$ cat config.mk
export PLATFORM = sky130hd
export DESIGN_NAME = pt_fold
export DESIGN_NICKNAME = d
export VERILOG_FILES = /design/src/pt_pkg.sv /design/src/pt_fold.sv
export SDC_FILE = /design/constraint.sdc
export NUM_CORES = 1
export LEC_CHECK = 0
export ABC_AREA = 1
export BUFFER_PORTS_ARGS = -buffer_cell sky130_fd_sc_hd__buf_2
export CORE_MARGIN = 2
export CORE_UTILIZATION = 38
export DETAILED_ROUTE_END_ITERATION = 16
export PLACE_DENSITY_LB_ADDON = 0.08
export SLEW_MARGIN = 10
export SYNTH_ARGS = -nofsm -noshare
export SYNTH_HDL_FRONTEND = slang
export SYNTH_SLANG_ARGS = --single-unit
$ cat constraint.sdc
create_clock -name aclk -period 0.9 [get_ports aclk]
set_clock_uncertainty 0.2 [all_clocks]
set_input_delay 0.18 -clock aclk [delete_from_list [all_inputs] [get_ports aclk]]
set_output_delay 0.18 -clock aclk [all_outputs]
set_load 0.02 [all_outputs]
$ cat src/pt_pkg.sv
`timescale 1ns / 1ps
// ----------------------------------------------------------------------------
// pt_pkg
// Shared types and constants of the park transform pipeline: the word that
// travels through the cordic stages, quadrant codes and the arctangent table.
// ----------------------------------------------------------------------------
package pt_pkg;

    localparam int ATAN_ENTRIES = 24;

    // gain compensation 0.60725293 in q1.30
    localparam logic signed [31:0] CORDIC_GAIN_Q30 = 32'sd652032874;

    // half of a quadrant in angle counts, used to centre the residual angle
    localparam logic [15:0] EIGHTH_TURN = 16'd8192;

    // atan(2^-i) in 32-bit turn units, rounded
    localparam logic signed [31:0] ATAN_TABLE [ATAN_ENTRIES] = '{
        32'h20000000, 32'h12E4051E, 32'h09FB385B, 32'h051111D4,
        32'h028B0D43, 32'h0145D7E1, 32'h00A2F61E, 32'h00517C55,
        32'h0028BE53, 32'h00145F2F, 32'h000A2F98, 32'h000517CC,
        32'h00028BE6, 32'h000145F3, 32'h0000A2FA, 32'h0000517D,
        32'h000028BE, 32'h0000145F, 32'h00000A30, 32'h00000518,
        32'h0000028C, 32'h00000146, 32'h000000A3, 32'h00000051
    };

    typedef enum logic [1:0] {
        QUAD_0 = 2'd0,
        QUAD_1 = 2'd1,
        QUAD_2 = 2'd2,
        QUAD_3 = 2'd3
    } pt_quad_t;

    // one word in flight through the rotator
    typedef struct packed {
        logic signed [15:0] alpha;
        logic signed [15:0] beta;
        pt_quad_t           quad;
        logic signed [31:0] x;
        logic signed [31:0] y;
        logic signed [31:0] z;
    } pt_cordic_t;

endpackage

$ cat src/pt_fold.sv
`timescale 1ns / 1ps
// ----------------------------------------------------------------------------
// pt_fold
// Input register stage: folds the binary angle into a quadrant and a residual
// in [-pi/4, pi/4) and seeds the cordic with the gain-compensated unit vector.
// ----------------------------------------------------------------------------
module pt_fold
    import pt_pkg::*;
(
    input  logic               aclk,
    input  logic               en,
    input  logic signed [15:0] alpha_in,
    input  logic signed [15:0] beta_in,
    input  logic [15:0]        rotor_angle,
    output pt_cordic_t         word_out
);

    logic [15:0]        shifted;
    logic signed [14:0] residual;
    pt_cordic_t         word_next;
    pt_cordic_t         word_reg;

    always_comb begin
        shifted  = rotor_angle + EIGHTH_TURN;
        residual = $signed({1'b0, shifted[13:0]}) - $signed(15'sd8192);
        word_next.alpha = alpha_in;
        word_next.beta  = beta_in;
        word_next.quad  = pt_quad_t'(shifted[15:14]);
        word_next.x     = CORDIC_GAIN_Q30;
        word_next.y     = 32'sd0;
        // residual scaled to 32-bit turn units
        word_next.z     = {residual[14], residual, 16'h0000};
    end

    always_ff @(posedge aclk) begin
        if (en) begin
            word_reg <= word_next;
        end
    end

    assign word_out = word_reg;

endmodule

==> results.cfg <==
[outcome]
status = finished, violations left
violations = hold timing, setup timing

[sta]
setup_tns_ps = -15160
period_needed_ps = 1250
rsz0062_at_grt = true
fin_ws_ps = -346
setup_viol = 50
drv_slew = 0
finalHoldViolations = 48
fmax_mhz = 802
post-route-period-util_pct = 138
worst_hold_slack_ps = -146

[synth]
synth_seq_cells = 48
yosysSeqAreaShare_pct = 68.8
synth_cell_type_count = 6
synth_top_cell_area_share_pct = 68.8
synth_top_family_by_area = buffers and inverters
synth_mux_area_share_pct = 0
synth-xor-area-share_pct = 0
synth.cell_area_mm2 = 0.00210
syn_avg_cell_area_um2 = 15.2
synth-adder-area-share_pct = 0.597
ys.warnings.count = 0
netlist_instances = 138
yosys.area.top_type = edfxtp_1
synth-compound-area-share_pct = 0
yosys.area_share.simple_pct = 0.537
ys_top_cells_by_area = edfxtp_1, buf_4, ha_1

[setup_path]
arrival_ps = 870
critPathMaxStageDelay_ps = 400
worstSetupStartpoint = word_out[29]$_DFFE_PP_
worstPathCellList = buf_2
slowest_stage = edfxtp_1
path_max_fanout = 3
end_kind = output port
crit_type = reg2out
crit_buf_inv = 1
path_delay_family = flip-flops
cp.required_ps = 520
crit_path_start_kind = flip-flop

[power]
p_per_area_mw_per_mm2 = 1850
max-vdd-ir-drop_mv = 0.948
p_leak_nw = 1.26
finalPower_w = 0.00494

[clock_tree]
h-tree-depth = 2
clock-sinks = 48
cts.clk_slew.worst_paths_ps = 90
clockRootBuffer = clkbuf_8
numCtsBuffers = 5
cts_buffer_depth = 2
cts_setup_buffers = 0
cts_tree = done

[layout]
diodes = 0
final_cell_area_mm2 = 0.00266
largest_reg_flops = 48
layout_common_cells = conb_1, buf_2, edfxtp_1, buf_6, clkbuf_8
final_common_cell = conb_1
area_growth_pct = 27.0
drive_gt1_share_pct = 44.7
finish.utilization_pct = 49.3
nets = 294

[floorplan]
dieArea_mm2 = 0.00613
placeableCoreArea_mm2 = 0.00541
dieWidth_um = 78.3
start_util_pct = 38.8
rows = 27
die_h_um = 78.3
ios = 180

[place]
io_buffers = 99
gp_congestion = 0.723
post_dp_cell_area_mm2 = 0.00242
hpwl_um = 2770

[detailed_routing]
wire_per_inst_um = 10.9
wirelength_um = 3450
drt_iter0_drc = 26
drtAntennaViolNets = 0
firstDrtPassIters = 3
drc = 0
viasPerCell = 3.51
vias = 1109

[grt]
antenna_found_initial = 1
grt_start_max_net_pins = 19
grt_pass1_wl_um = 4820
grt_usage_pct = 10.9
grt_pass1_vias = 991
overflow = 0

[worst_hold_path]
hold_path_class = in2reg
min-delay-start = alpha_in[1]

[flow_run]
drv_cap = 0
[layer usage]
| metal | global-route usage, % | up-vias | wire length, µm |
|---|---|---|---|
| li1 | - | 508 | - |
| met1 | 9.90 | 498 | 1080 |
| met2 | 17.8 | 93 | 1760 |
| met3 | 6.67 | 8 | 530 |
| met4 | 7.72 | 2 | 61 |
| met5 | 0 | - | 11 |
[path summary, 6_finish.rpt]
kind              cells past startpoint                 endpoint  slack, ps
hold / removal                        1  word_out[115]$_DFFE_PP_       -150
setup / recovery                      1             word_out[30]       -350
[synthesized netlist by cell type (all sizes together)]
master and count:
conb 2, nand2 3, buf 82, ha 1
edfxtp 48, inv 2
[per-stage QoR]
step                hold WS, ps  setup WS (ps)  cells
floorplan                  78.9           -161    216
global placement            157           -150    308
detailed placement          158           -146    308
CTS                        -162           -376    316
global route               -168           -403    316
finish                     -146           -346    316
[repair_timing]
item | in CTS | in global routing
endpoints found under the hold margin | 48 | 48
gates cloned | 0 | 0
endpoints found under the setup margin | 50 | 50
gates resized for setup | 22 | 28
[cell families (layout without fill, tap and decap cells)]
kind of cell	Yosys count	count (layout)
adder cells (fa/ha/maj)	1	1
buffers and inverters	84	112
flip-flops	48	48
other	2	80
AND/OR/NAND/NOR	3	3
[final cells by class]
type | count | area (µm²)
well taps | 72 | 90.1
clock buffers | 7 | 76.3
multi-input cells | 84 | 327
flip-flops and latches | 48 | 1440
fillers | 515 | 2740
repair buffers | 102 | 712
inverters | 2 | 7.51
clock inverters | 1 | 8.76
[report_power, final]
part / internal, W / switching, W
combinational: 0.000322 / 0.000674
clock: 0.000556 / 0.000671
sequential: 0.00266 / 0.0000582
Note: power is estimated with default switching activity, not from simulation.
