## config.mk

```make
export PLATFORM = sky130hd
export DESIGN_NAME = pt_cordic_stage
export DESIGN_NICKNAME = d
export VERILOG_FILES = /design/src/pt_pkg.sv /design/src/pt_cordic_stage.sv
export SDC_FILE = /design/constraint.sdc
export NUM_CORES = 1
export LEC_CHECK = 0
export BUFFER_PORTS_ARGS = -buffer_cell sky130_fd_sc_hd__buf_4
export CAP_MARGIN = 25
export CORE_ASPECT_RATIO = 0.9
export CORE_UTILIZATION = 45
export CTS_CLUSTER_SIZE = 14
export DETAILED_ROUTE_END_ITERATION = 7
export PLACE_DENSITY_LB_ADDON = 0.05
export REMOVE_ABC_BUFFERS = 1
export SYNTH_ARGS = -nofsm -noshare
export SYNTH_HDL_FRONTEND = slang
export SYNTH_SLANG_ARGS = --single-unit
```

## constraint.sdc

```tcl
create_clock -name aclk -period 3.15 [get_ports aclk]
set_input_delay 0.4725 -clock aclk [delete_from_list [all_inputs] [get_ports aclk]]
set_output_delay 0.4725 -clock aclk [all_outputs]
set_load 0.005 [all_outputs]
```

## src/pt_pkg.sv

```systemverilog
`timescale 1ns / 1ps
// ----------------------------------------------------------------------------
// pt_pkg
// Shared types and constants of the park transform pipeline: the word that
// travels through the cordic stages, quadrant codes and the arctangent table.
// ----------------------------------------------------------------------------
package pt_pkg;

    localparam int ATAN_ENTRIES = 24;

    // gain compensation 0.60725293 in q1.30
    localparam logic signed [31:0] CORDIC_GAIN_Q30 = 32'sd652032874;

    // half of a quadrant in angle counts, used to centre the residual angle
    localparam logic [15:0] EIGHTH_TURN = 16'd8192;

    // atan(2^-i) in 32-bit turn units, rounded
    localparam logic signed [31:0] ATAN_TABLE [ATAN_ENTRIES] = '{
        32'h20000000, 32'h12E4051E, 32'h09FB385B, 32'h051111D4,
        32'h028B0D43, 32'h0145D7E1, 32'h00A2F61E, 32'h00517C55,
        32'h0028BE53, 32'h00145F2F, 32'h000A2F98, 32'h000517CC,
        32'h00028BE6, 32'h000145F3, 32'h0000A2FA, 32'h0000517D,
        32'h000028BE, 32'h0000145F, 32'h00000A30, 32'h00000518,
        32'h0000028C, 32'h00000146, 32'h000000A3, 32'h00000051
    };

    typedef enum logic [1:0] {
        QUAD_0 = 2'd0,
        QUAD_1 = 2'd1,
        QUAD_2 = 2'd2,
        QUAD_3 = 2'd3
    } pt_quad_t;

    // one word in flight through the rotator
    typedef struct packed {
        logic signed [15:0] alpha;
        logic signed [15:0] beta;
        pt_quad_t           quad;
        logic signed [31:0] x;
        logic signed [31:0] y;
        logic signed [31:0] z;
    } pt_cordic_t;

endpackage

```

## src/pt_cordic_stage.sv

```systemverilog
`timescale 1ns / 1ps
// ----------------------------------------------------------------------------
// pt_cordic_stage
// One registered micro-rotation of the rotation-mode cordic.
// ----------------------------------------------------------------------------
module pt_cordic_stage
    import pt_pkg::*;
#(
    parameter int STAGE_IDX = 0
) (
    input  logic       aclk,
    input  logic       en,
    input  pt_cordic_t word_in,
    output pt_cordic_t word_out
);

    logic signed [31:0] dx;
    logic signed [31:0] dy;
    pt_cordic_t         word_next;
    pt_cordic_t         word_reg;

    always_comb begin
        dx = word_in.y >>> STAGE_IDX;
        dy = word_in.x >>> STAGE_IDX;
        word_next = word_in;
        if (!word_in.z[31]) begin
            word_next.x = word_in.x - dx;
            word_next.y = word_in.y + dy;
            word_next.z = word_in.z - ATAN_TABLE[STAGE_IDX];
        end else begin
            word_next.x = word_in.x + dx;
            word_next.y = word_in.y - dy;
            word_next.z = word_in.z + ATAN_TABLE[STAGE_IDX];
        end
    end

    always_ff @(posedge aclk) begin
        if (en) begin
            word_reg <= word_next;
        end
    end

    assign word_out = word_reg;

endmodule

```

==> results.cfg, run 1 <==
[grt]
first_global_vias = 8453
globalRouteOverflowTotal = 0
grt_start_max_net_pins = 55
grt_pass1_wl_mm = 46.9
grt_antenna_before_repair = 1
grt_util_all_layers_pct = 28.8

[critical_path]
critical_path.endpoint_type = flip-flop
critical_path_arrival_ps = 3200
cp-start-kind = input port
cp_data_required_time_ps = 3310
timing_worst_setup_path_type = input port to flip-flop
worst-path-max-fanout = 4

[yosys]
edff_count_synth = 129
synth.avg_cell_area_um2 = 9.89
ys_async_sr_fraction_pct = 0
flops_latches_synth = 129
synthesis.yosys.warnings = 0
synth_area_leaders = edfxtp_1 41%, ha_1 13%, a21oi_1 5.4%
post_synth_top_area_share_pct = 41.4
ys_top_cells_by_count = 129 x edfxtp_1, 101 x a21oi_1, 94 x ha_1
synth.lib_cells_used.distinct = 81
syn-cell-area_um2 = 9370
synth_area_leader_cell = edfxtp_1
syn-instance-count = 947
yosysSeqAreaShare_pct = 41.4
ys_dominant_reg_cell = edfxtp_1
synthMostInstantiatedCell = edfxtp_1

[timing]
rsz_0062_raised_after_global_routing = no
maxSlewHeadroom_pct = 36.6
fmax_ghz = 0.329
slew_viol_final = 0
setup_ws_ps = 112
post-route-period-util_pct = 96.4
timing_worst_slew_pin_value_ps = 950
timing_hold_violations_final = 0
min_period_ps = 3040
setup_viol_count_final = 0

[clock_network]
root_buffer = clkbuf_16
clkTransAtPathRegs_ps = 70
tritoncts_clock_tree = done
clk_sinks = 129
cts_buf_count = 17
cts_buffer_depth = 2
htree_levels = 4

[route]
first_iter_violations = 750
drt_pre_antenna_iters = 5
post_drt_wl_per_cell_um = 19.5
vias_per_cell = 5.52
ant_nets = 0
wl_mm = 31.1
vias = 8833
remaining_drcs = 0

[layout]
final_core_utilization_pct = 65.2
multi_input_area_um2 = 4930
layout-drive-gt1-share_pct = 35.2
seq_area_um2 = 3870
layout.nets = 1560
areaGrowthSynthToFinish_pct = 40.5
design_area_um2 = 13200
nFillCells = 1735
largest_register_ffs = 129

[placement]
dp_hpwl_mm = 24.8
dpl_worst_slack_ps = -232
postPlaceCellArea_um2 = 12600
io_buffers = 261
final_replace_weighted_congestion = 0.991

[pwr]
comb_power_share_pct = 31.5
switching_share_pct = 31.5
static-leakage-power_nw = 5.97
irDropWorstVdd_mv = 0.298
power_per_cell_area_nw_per_um2 = 472
internal_power_w = 0.00425
total_power_consumption_of_the_routed_design_w = 0.00621
share_clk_of_total_power_pct = 32.4
netSwitchingPower_w = 0.00196
seq_power_share_pct = 36.0

[floorplanning]
io_pins = 262
fp.dieH_um = 139
die_x_um = 154
coreArea_um2 = 20200
core.rowCount = 49
initial_core_util_pct = 46.4
floorplan.die_area_um2 = 21400

[run_status]
status = complete, no violations

[worst_hold_path]
worst_hold_path_type = input port to flip-flop

[run]
maxCapViolations = 0
-- cells by family (layout without fill, tap and decap cells) --
group,after synthesis,in the layout,share of synthesized area [%]
buffers and inverters,139,535,6.04
other,0,1,0
AND/OR/NAND/NOR,213,213,11.0
adder cells (fa/ha/maj),98,98,13.4
AO/OA/AOI/OAI,296,296,21.3
flip-flops,129,129,41.4
multiplexers,12,12,1.28
XOR/XNOR,60,60,5.61
-- what timing repair did --
item | in CTS | in global routing
setup endpoints to repair | 0 | 4
endpoints found under the hold margin | 0 | 0
hold buffers | 0 | 0
setup buffers | 0 | 0
resized for setup | 0 | 1
-- worst max-delay path: stages --
cell	delay [ps]
buf_4	130
inv_1	50
ha_1	210
fa_1	220
and4b_1	240
a2111oi_2	440
o211ai_1	200
nand2_2	150
o211ai_1	140
a221oi_2	450
o2111a_1	240
a21oi_1	60
xor2_1	190
-- power groups by stage --
| stage | logic [W] | clock network [W] | registers (W) |
|---|---|---|---|
| after detailed placement | 0.00192 | 0 | 0.00228 |
| after global placement | 0.00192 | 0 | 0.00227 |
| after floorplan | 0.000841 | 0 | 0.00229 |
| after global routing | 0.00210 | 0.00211 | 0.00226 |
| final | 0.00196 | 0.00201 | 0.00224 |
| after CTS | 0.00194 | 0.00205 | 0.00224 |
-- through the flow --
| stage | setup TNS, ps | cells | hold slack (ps) |
|---|---|---|---|
| floorplan | 0 | 906 | 571 |
| global placement | -1950 | 1566 | 651 |
| detailed placement | -2590 | 1566 | 652 |
| CTS | 0 | 1598 | 207 |
| global route | 0 | 1599 | 198 |
| finish | 0 | 1599 | 221 |
-- metal layers --
metal,wire [um],track usage (%),up-vias
met5,0,0,-
met2,14900,48.4,386
met1,13200,36.7,4196
met3,2370,6.88,55
li1,-,-,4196
met4,666,8.63,0
-- final timing paths --
kind / slack, ps / from / to / cells after the start
worst max-delay path: 110 / word_in[32] / word_out[62] / 13
worst min-delay path: 220 / word_in[105] / word_out[105] / 1
-- layout by cell type (no fill, tap or decap), types with 7 or more instances in the layout --
| cell type | count |
|---|---|
| nand2_1 | 46 |
| o21a_1 | 11 |
| xor2_1 | 10 |
| a21oi_1 | 101 |
| o21bai_1 | 13 |
| a21o_1 | 10 |
| o31ai_1 | 9 |
| nand2b_1 | 10 |
| nor2b_1 | 7 |
| mux2i_1 | 12 |
| o21ai_0 | 51 |
| nor4_1 | 7 |
| ha_1 | 94 |
| edfxtp_1 | 129 |
| xnor2_1 | 50 |
| nand4_1 | 10 |
| nor3_1 | 10 |
| nand3_1 | 13 |
| inv_1 | 90 |
| a211oi_1 | 10 |
| or3_1 | 7 |
| inv_2 | 7 |
| a31oi_1 | 8 |
| nor2_1 | 78 |
| buf_4 | 403 |
| clkbuf_16 | 17 |
| o21ai_1 | 11 |
| o211ai_1 | 10 |
-- final cells by class --
type,count,area share (%)
Clock inverter,15,1.29
Antenna cell,1,0.0190
Inverter,98,2.80
Multi-Input combinational cell,679,37.5
Timing Repair Buffer,405,23.3
Tap cell,255,2.42
Clock buffer,17,3.23
Sequential cell,129,29.4
No activity file was read; power rests on OpenSTA's default activity.
==> run 2, diff against run 1 <==
Settings changed: CAP_MARGIN 25 to default, PLACE_DENSITY_LB_ADDON 0.05 to 0.2.
==> results.cfg, run 2 (same netlist as run 1, synthesis figures left out) <==
[timing]
slew_viol_final = 0
timing_worst_slew_pin_value_ps = 588
maxSlewHeadroom_pct = 60.5
post-route-period-util_pct = 94.4
setup_viol_count_final = 0
timing_hold_violations_final = 0
rsz_0062_raised_after_global_routing = no
min_period_ps = 2970
setup_ws_ps = 176
final.hold.worst_slack_ps = 223
fmax_ghz = 0.336

[grt]
grt_pass1_wl_mm = 46.6
globalRouteOverflowTotal = 0
grt_antenna_before_repair = 2
first_global_vias = 8673
grt_start_max_net_pins = 66
grt_util_all_layers_pct = 28.3

[clock_network]
tritoncts_clock_tree = done
resized_after_cts = 0
htree_levels = 4
cts-hold-fix-buffers = 0
clk_sinks = 129
root_buffer = clkbuf_16
clkTransAtPathRegs_ps = 60
cts_buf_count = 17
post-cts-setup-buffers = 0
cts_buffer_depth = 2

[route]
remaining_drcs = 0
first_iter_violations = 730
vias = 8889
vias_per_cell = 5.57
wl_mm = 30.3
drt_pre_antenna_iters = 6
post_drt_wl_per_cell_um = 19.0
ant_nets = 0

[floorplanning]
die_x_um = 154
floorplan.die_area_um2 = 21400
coreArea_um2 = 20200
core.rowCount = 49
io_pins = 262
fp.dieH_um = 139
initial_core_util_pct = 46.4

[pwr]
irDropWorstVdd_mv = 0.317
seq_power_share_pct = 35.2
comb_power_share_pct = 30.8
total_power_consumption_of_the_routed_design_w = 0.00635
static-leakage-power_nw = 5.97
power_per_cell_area_nw_per_um2 = 483
netSwitchingPower_w = 0.00189
internal_power_w = 0.00446
share_clk_of_total_power_pct = 34.1
switching_share_pct = 29.8

[critical_path]
critical_path.endpoint_type = flip-flop
cp_data_required_time_ps = 3300
timing_worst_setup_path_type = input port to flip-flop
critical_path_arrival_ps = 3130
worst-path-max-fanout = 8
cp-start-kind = input port

[worst_hold_path]
worst_hold_path_type = input port to flip-flop
holdPathStages = 1
min_delay_worst_endpoint = word_out[113]
timing.hold.worst.start = word_in[113]

[layout]
mostFrequentLayoutCell = buf_4
largest_register_ffs = 129
layout_common_cells = 402 x buf_4, 129 x edfxtp_1, 101 x a21oi_1
nFillCells = 1675
areaGrowthSynthToFinish_pct = 40.5
design_area_um2 = 13200
layout-drive-gt1-share_pct = 35.0
layout.nets = 1558

[placement]
dp_hpwl_mm = 24.1
dpl_worst_slack_ps = -175
postPlaceCellArea_um2 = 12500
final_replace_weighted_congestion = 0.974
io_buffers = 261

[run]
maxCapViolations = 0

[run_status]
status = complete, no violations
==> run 2: cell types whose count changed in the layout (fill, tap and decap cells not counted) <==
| cell | change |
|---|---|
| buf_12 | -1 |
| clkinv_4 | +1 |
| bufinv_16 | +3 |
| inv_8 | -3 |
| o31ai_2 | +1 |
| buf_4 | -1 |
| clkinv_8 | -2 |
| clkbuf_1 | +1 |
| o31ai_4 | -1 |
==> run 2: layout make-up <==
type / count / area (um2) / area share (%)
clock inverter: 14 / 203 / 1.54
timing repair buffer: 403 / 3040 / 23.1
inverter: 98 / 368 / 2.80
sequential: 129 / 3870 / 29.4
clock buffer: 18 / 429 / 3.26
tap: 255 / 319 / 2.42
multi-input combinational: 679 / 4930 / 37.4
antenna: 1 / 2.50 / 0.0190
==> run 2: worst max-delay path, stage by stage <==
cell,delay (ps)
buf_4,120
ha_1,420
nand4_1,180
nor3_1,260
a211oi_2,90
buf_4,160
o21ai_1,180
a31oi_1,140
buf_4,160
o211ai_1,380
a31oi_1,170
nor3_1,290
xor2_1,110
==> run 2: power groups by stage <==
| stage | clock network, W | registers (W) | logic [W] |
|---|---|---|---|
| after floorplan | 0 | 0.00229 | 0.000841 |
| after global placement | 0 | 0.00227 | 0.00191 |
| after detailed placement | 0 | 0.00227 | 0.00192 |
| after CTS | 0.00220 | 0.00224 | 0.00194 |
| after global routing | 0.00226 | 0.00225 | 0.00210 |
| final | 0.00217 | 0.00223 | 0.00195 |
==> run 2: metal layers <==
| layer | GRT usage, % | up-vias | routed length (um) |
|---|---|---|---|
| met5 | 0 | - | 13 |
| met4 | 12.0 | 2 | 1050 |
| met3 | 5.75 | 72 | 2590 |
| met2 | 46.1 | 436 | 14100 |
| met1 | 36.6 | 4193 | 12600 |
| li1 | - | 4186 | - |
==> run 2: stage by stage <==
step           TNS [ps]  util, %  instances
2_1_floorplan         0        -        906
3_3_place_gp       -496     62.1       1564
3_5_place_dp      -1030     62.1       1564
4_1_cts               0     65.2       1596
5_1_grt               0     65.2       1597
6_report              0     65.2       1597
==> run 2: how the worst max path moves through the flow <==
stage	cells past startpoint	end	slack, ps	startpoint
6_report	13	word_out[95]	180	word_in[72]
5_1_grt	12	word_out[60]	30	word_in[32]
2_1_floorplan	9	word_out[63]	260	word_in[53]
3_3_place_gp	12	word_out[60]	-120	word_in[32]
4_1_cts	13	word_out[95]	260	word_in[72]
3_5_place_dp	13	word_out[95]	-170	word_in[72]
==> run 3, diff against run 2 <==
Settings changed: RECOVER_POWER from default to 25.
==> results.cfg, run 3 (same netlist as run 1, synthesis figures left out) <==
[layout]
largest_register_ffs = 129
layout_common_cells = 336 x buf_4, 129 x edfxtp_1, 101 x a21oi_1
areaGrowthSynthToFinish_pct = 40.4
layout-drive-gt1-share_pct = 34.8
nFillCells = 1679
final_core_utilization_pct = 65.2
design_area_um2 = 13100
layout.nets = 1558
mostFrequentLayoutCell = buf_4

[route]
ant_nets = 0
post_drt_wl_per_cell_um = 18.9
drt_pre_antenna_iters = 5
first_iter_violations = 709
remaining_drcs = 0
wl_mm = 30.2
vias_per_cell = 5.54
vias = 8851

[timing]
fmax_ghz = 0.338
timing_hold_violations_final = 0
rsz_0062_raised_after_global_routing = no
min_period_ps = 2950
maxSlewHeadroom_pct = -24.0
setup_viol_count_final = 0
final.hold.worst_slack_ps = 243
post-route-period-util_pct = 93.8
timing_worst_slew_pin_value_ps = 1860
slew_viol_final = 27

[critical_path]
cp_slowest_stage_delay_ps = 480
worst_path_max_delay_cell = o41ai_4
worst-path-max-fanout = 4
cp-start-kind = input port
critical_path.endpoint_type = flip-flop
cp_data_required_time_ps = 3310
critical_path_arrival_ps = 3120
timing.critical_path.cells = buf_4, inv_1, ha_1, nor2b_1, o211ai_2, a31oi_2, o41ai_4, o211ai_1, a21oi_1, a311oi_1, a31oi_1, xor2_1
timing_worst_setup_path_type = input port to flip-flop

[floorplanning]
die_x_um = 154
core.rowCount = 49
fp.dieH_um = 139
io_pins = 262
coreArea_um2 = 20200
floorplan.die_area_um2 = 21400
initial_core_util_pct = 46.4

[grt]
met3_usage_pct = 5.75
grt_pass1_wl_mm = 46.6
first_global_vias = 8673
grt_start_max_net_pins = 66
globalRouteOverflowTotal = 0
grt_antenna_before_repair = 2
met1_usage_pct = 36.6
grt-busiest-layer = met2
grt_util_all_layers_pct = 28.3
global_route.usage.met2_pct = 46.1

[clock_network]
cts-hold-fix-buffers = 0
clk_sinks = 129
post-cts-setup-buffers = 0
root_buffer = clkbuf_16
cts_buf_count = 17
htree_levels = 4
tritoncts_clock_tree = done
clkTransAtPathRegs_ps = 60
cts_buffer_depth = 2
resized_after_cts = 0

[placement]
io_buffers = 261
final_replace_weighted_congestion = 0.974
dp_hpwl_mm = 24.1
postPlaceCellArea_um2 = 12500

[worst_hold_path]
worst_hold_path_type = input port to flip-flop

[run_status]
status = finished, violations left
failed_checks = max-capacitance violations, max-slew violations

[run]
maxCapViolations = 1

[pwr]
power_per_cell_area_nw_per_um2 = 483
static-leakage-power_nw = 5.94
irDropWorstVdd_mv = 0.317
==> run 3: cell types whose count changed in the layout (fill, tap and decap cells not counted), sizes merged <==
| cell | change |
|---|---|
| buf | -66 |
| clkbuf | +66 |
==> run 3: area by class of cell <==
| class | count | area, um2 | area share (%) |
|---|---|---|---|
| Antenna cell | 1 | 2.50 | 0.0190 |
| Clock buffer | 18 | 429 | 3.26 |
| Clock inverter | 14 | 203 | 1.54 |
| Inverter | 98 | 368 | 2.80 |
| Multi-Input combinational cell | 679 | 4930 | 37.5 |
| Sequential cell | 129 | 3870 | 29.5 |
| Tap cell | 255 | 319 | 2.43 |
| Timing Repair Buffer | 403 | 3030 | 23.0 |
==> run 3: power breakdown <==
group	internal (W)	total, W	switching [W]
registers	0.00217	0.00223	0.0000669
logic	0.000948	0.00195	0.000999
clock network	0.00134	0.00217	0.000824
total	0.00446	0.00635	0.00189
==> run 3: worst max-delay path: cells and delay by family <==
kind	cells	cell delay, ps
adder cells (fa/ha/maj)	1	340
XOR/XNOR	1	110
AND/OR/NAND/NOR	1	90
buffers and inverters	2	160
AO/OA/AOI/OAI	7	1940
==> run 3: metal layers <==
metal  vias to the layer above  routed length (um)
met3                        75                2310
li1                       4196                   -
met1                      4160               12800
met4                         2                1030
met5                         -                  13
met2                       418               14100
==> run 3: final timing paths <==
| kind | startpoint | to | slack, ps | depth (start not counted) |
|---|---|---|---|---|
| hold / removal | word_in[113] | word_out[113] | 240 | 1 |
| setup / recovery | word_in[33] | word_out[63] | 200 | 12 |
==> run 3: through the flow <==
stage / total power [W] / instances / setup WS, ps / TNS (ps)
after CTS: 0.00637 / 1596 / 257 / 0
after global placement: 0.00417 / 1564 / -116 / -496
after global routing: 0.00660 / 1597 / 25.2 / 0
after floorplan: 0.00313 / 906 / 260 / 0
after detailed placement: 0.00420 / 1564 / -175 / -1030
final: 0.00635 / 1597 / 195 / 0
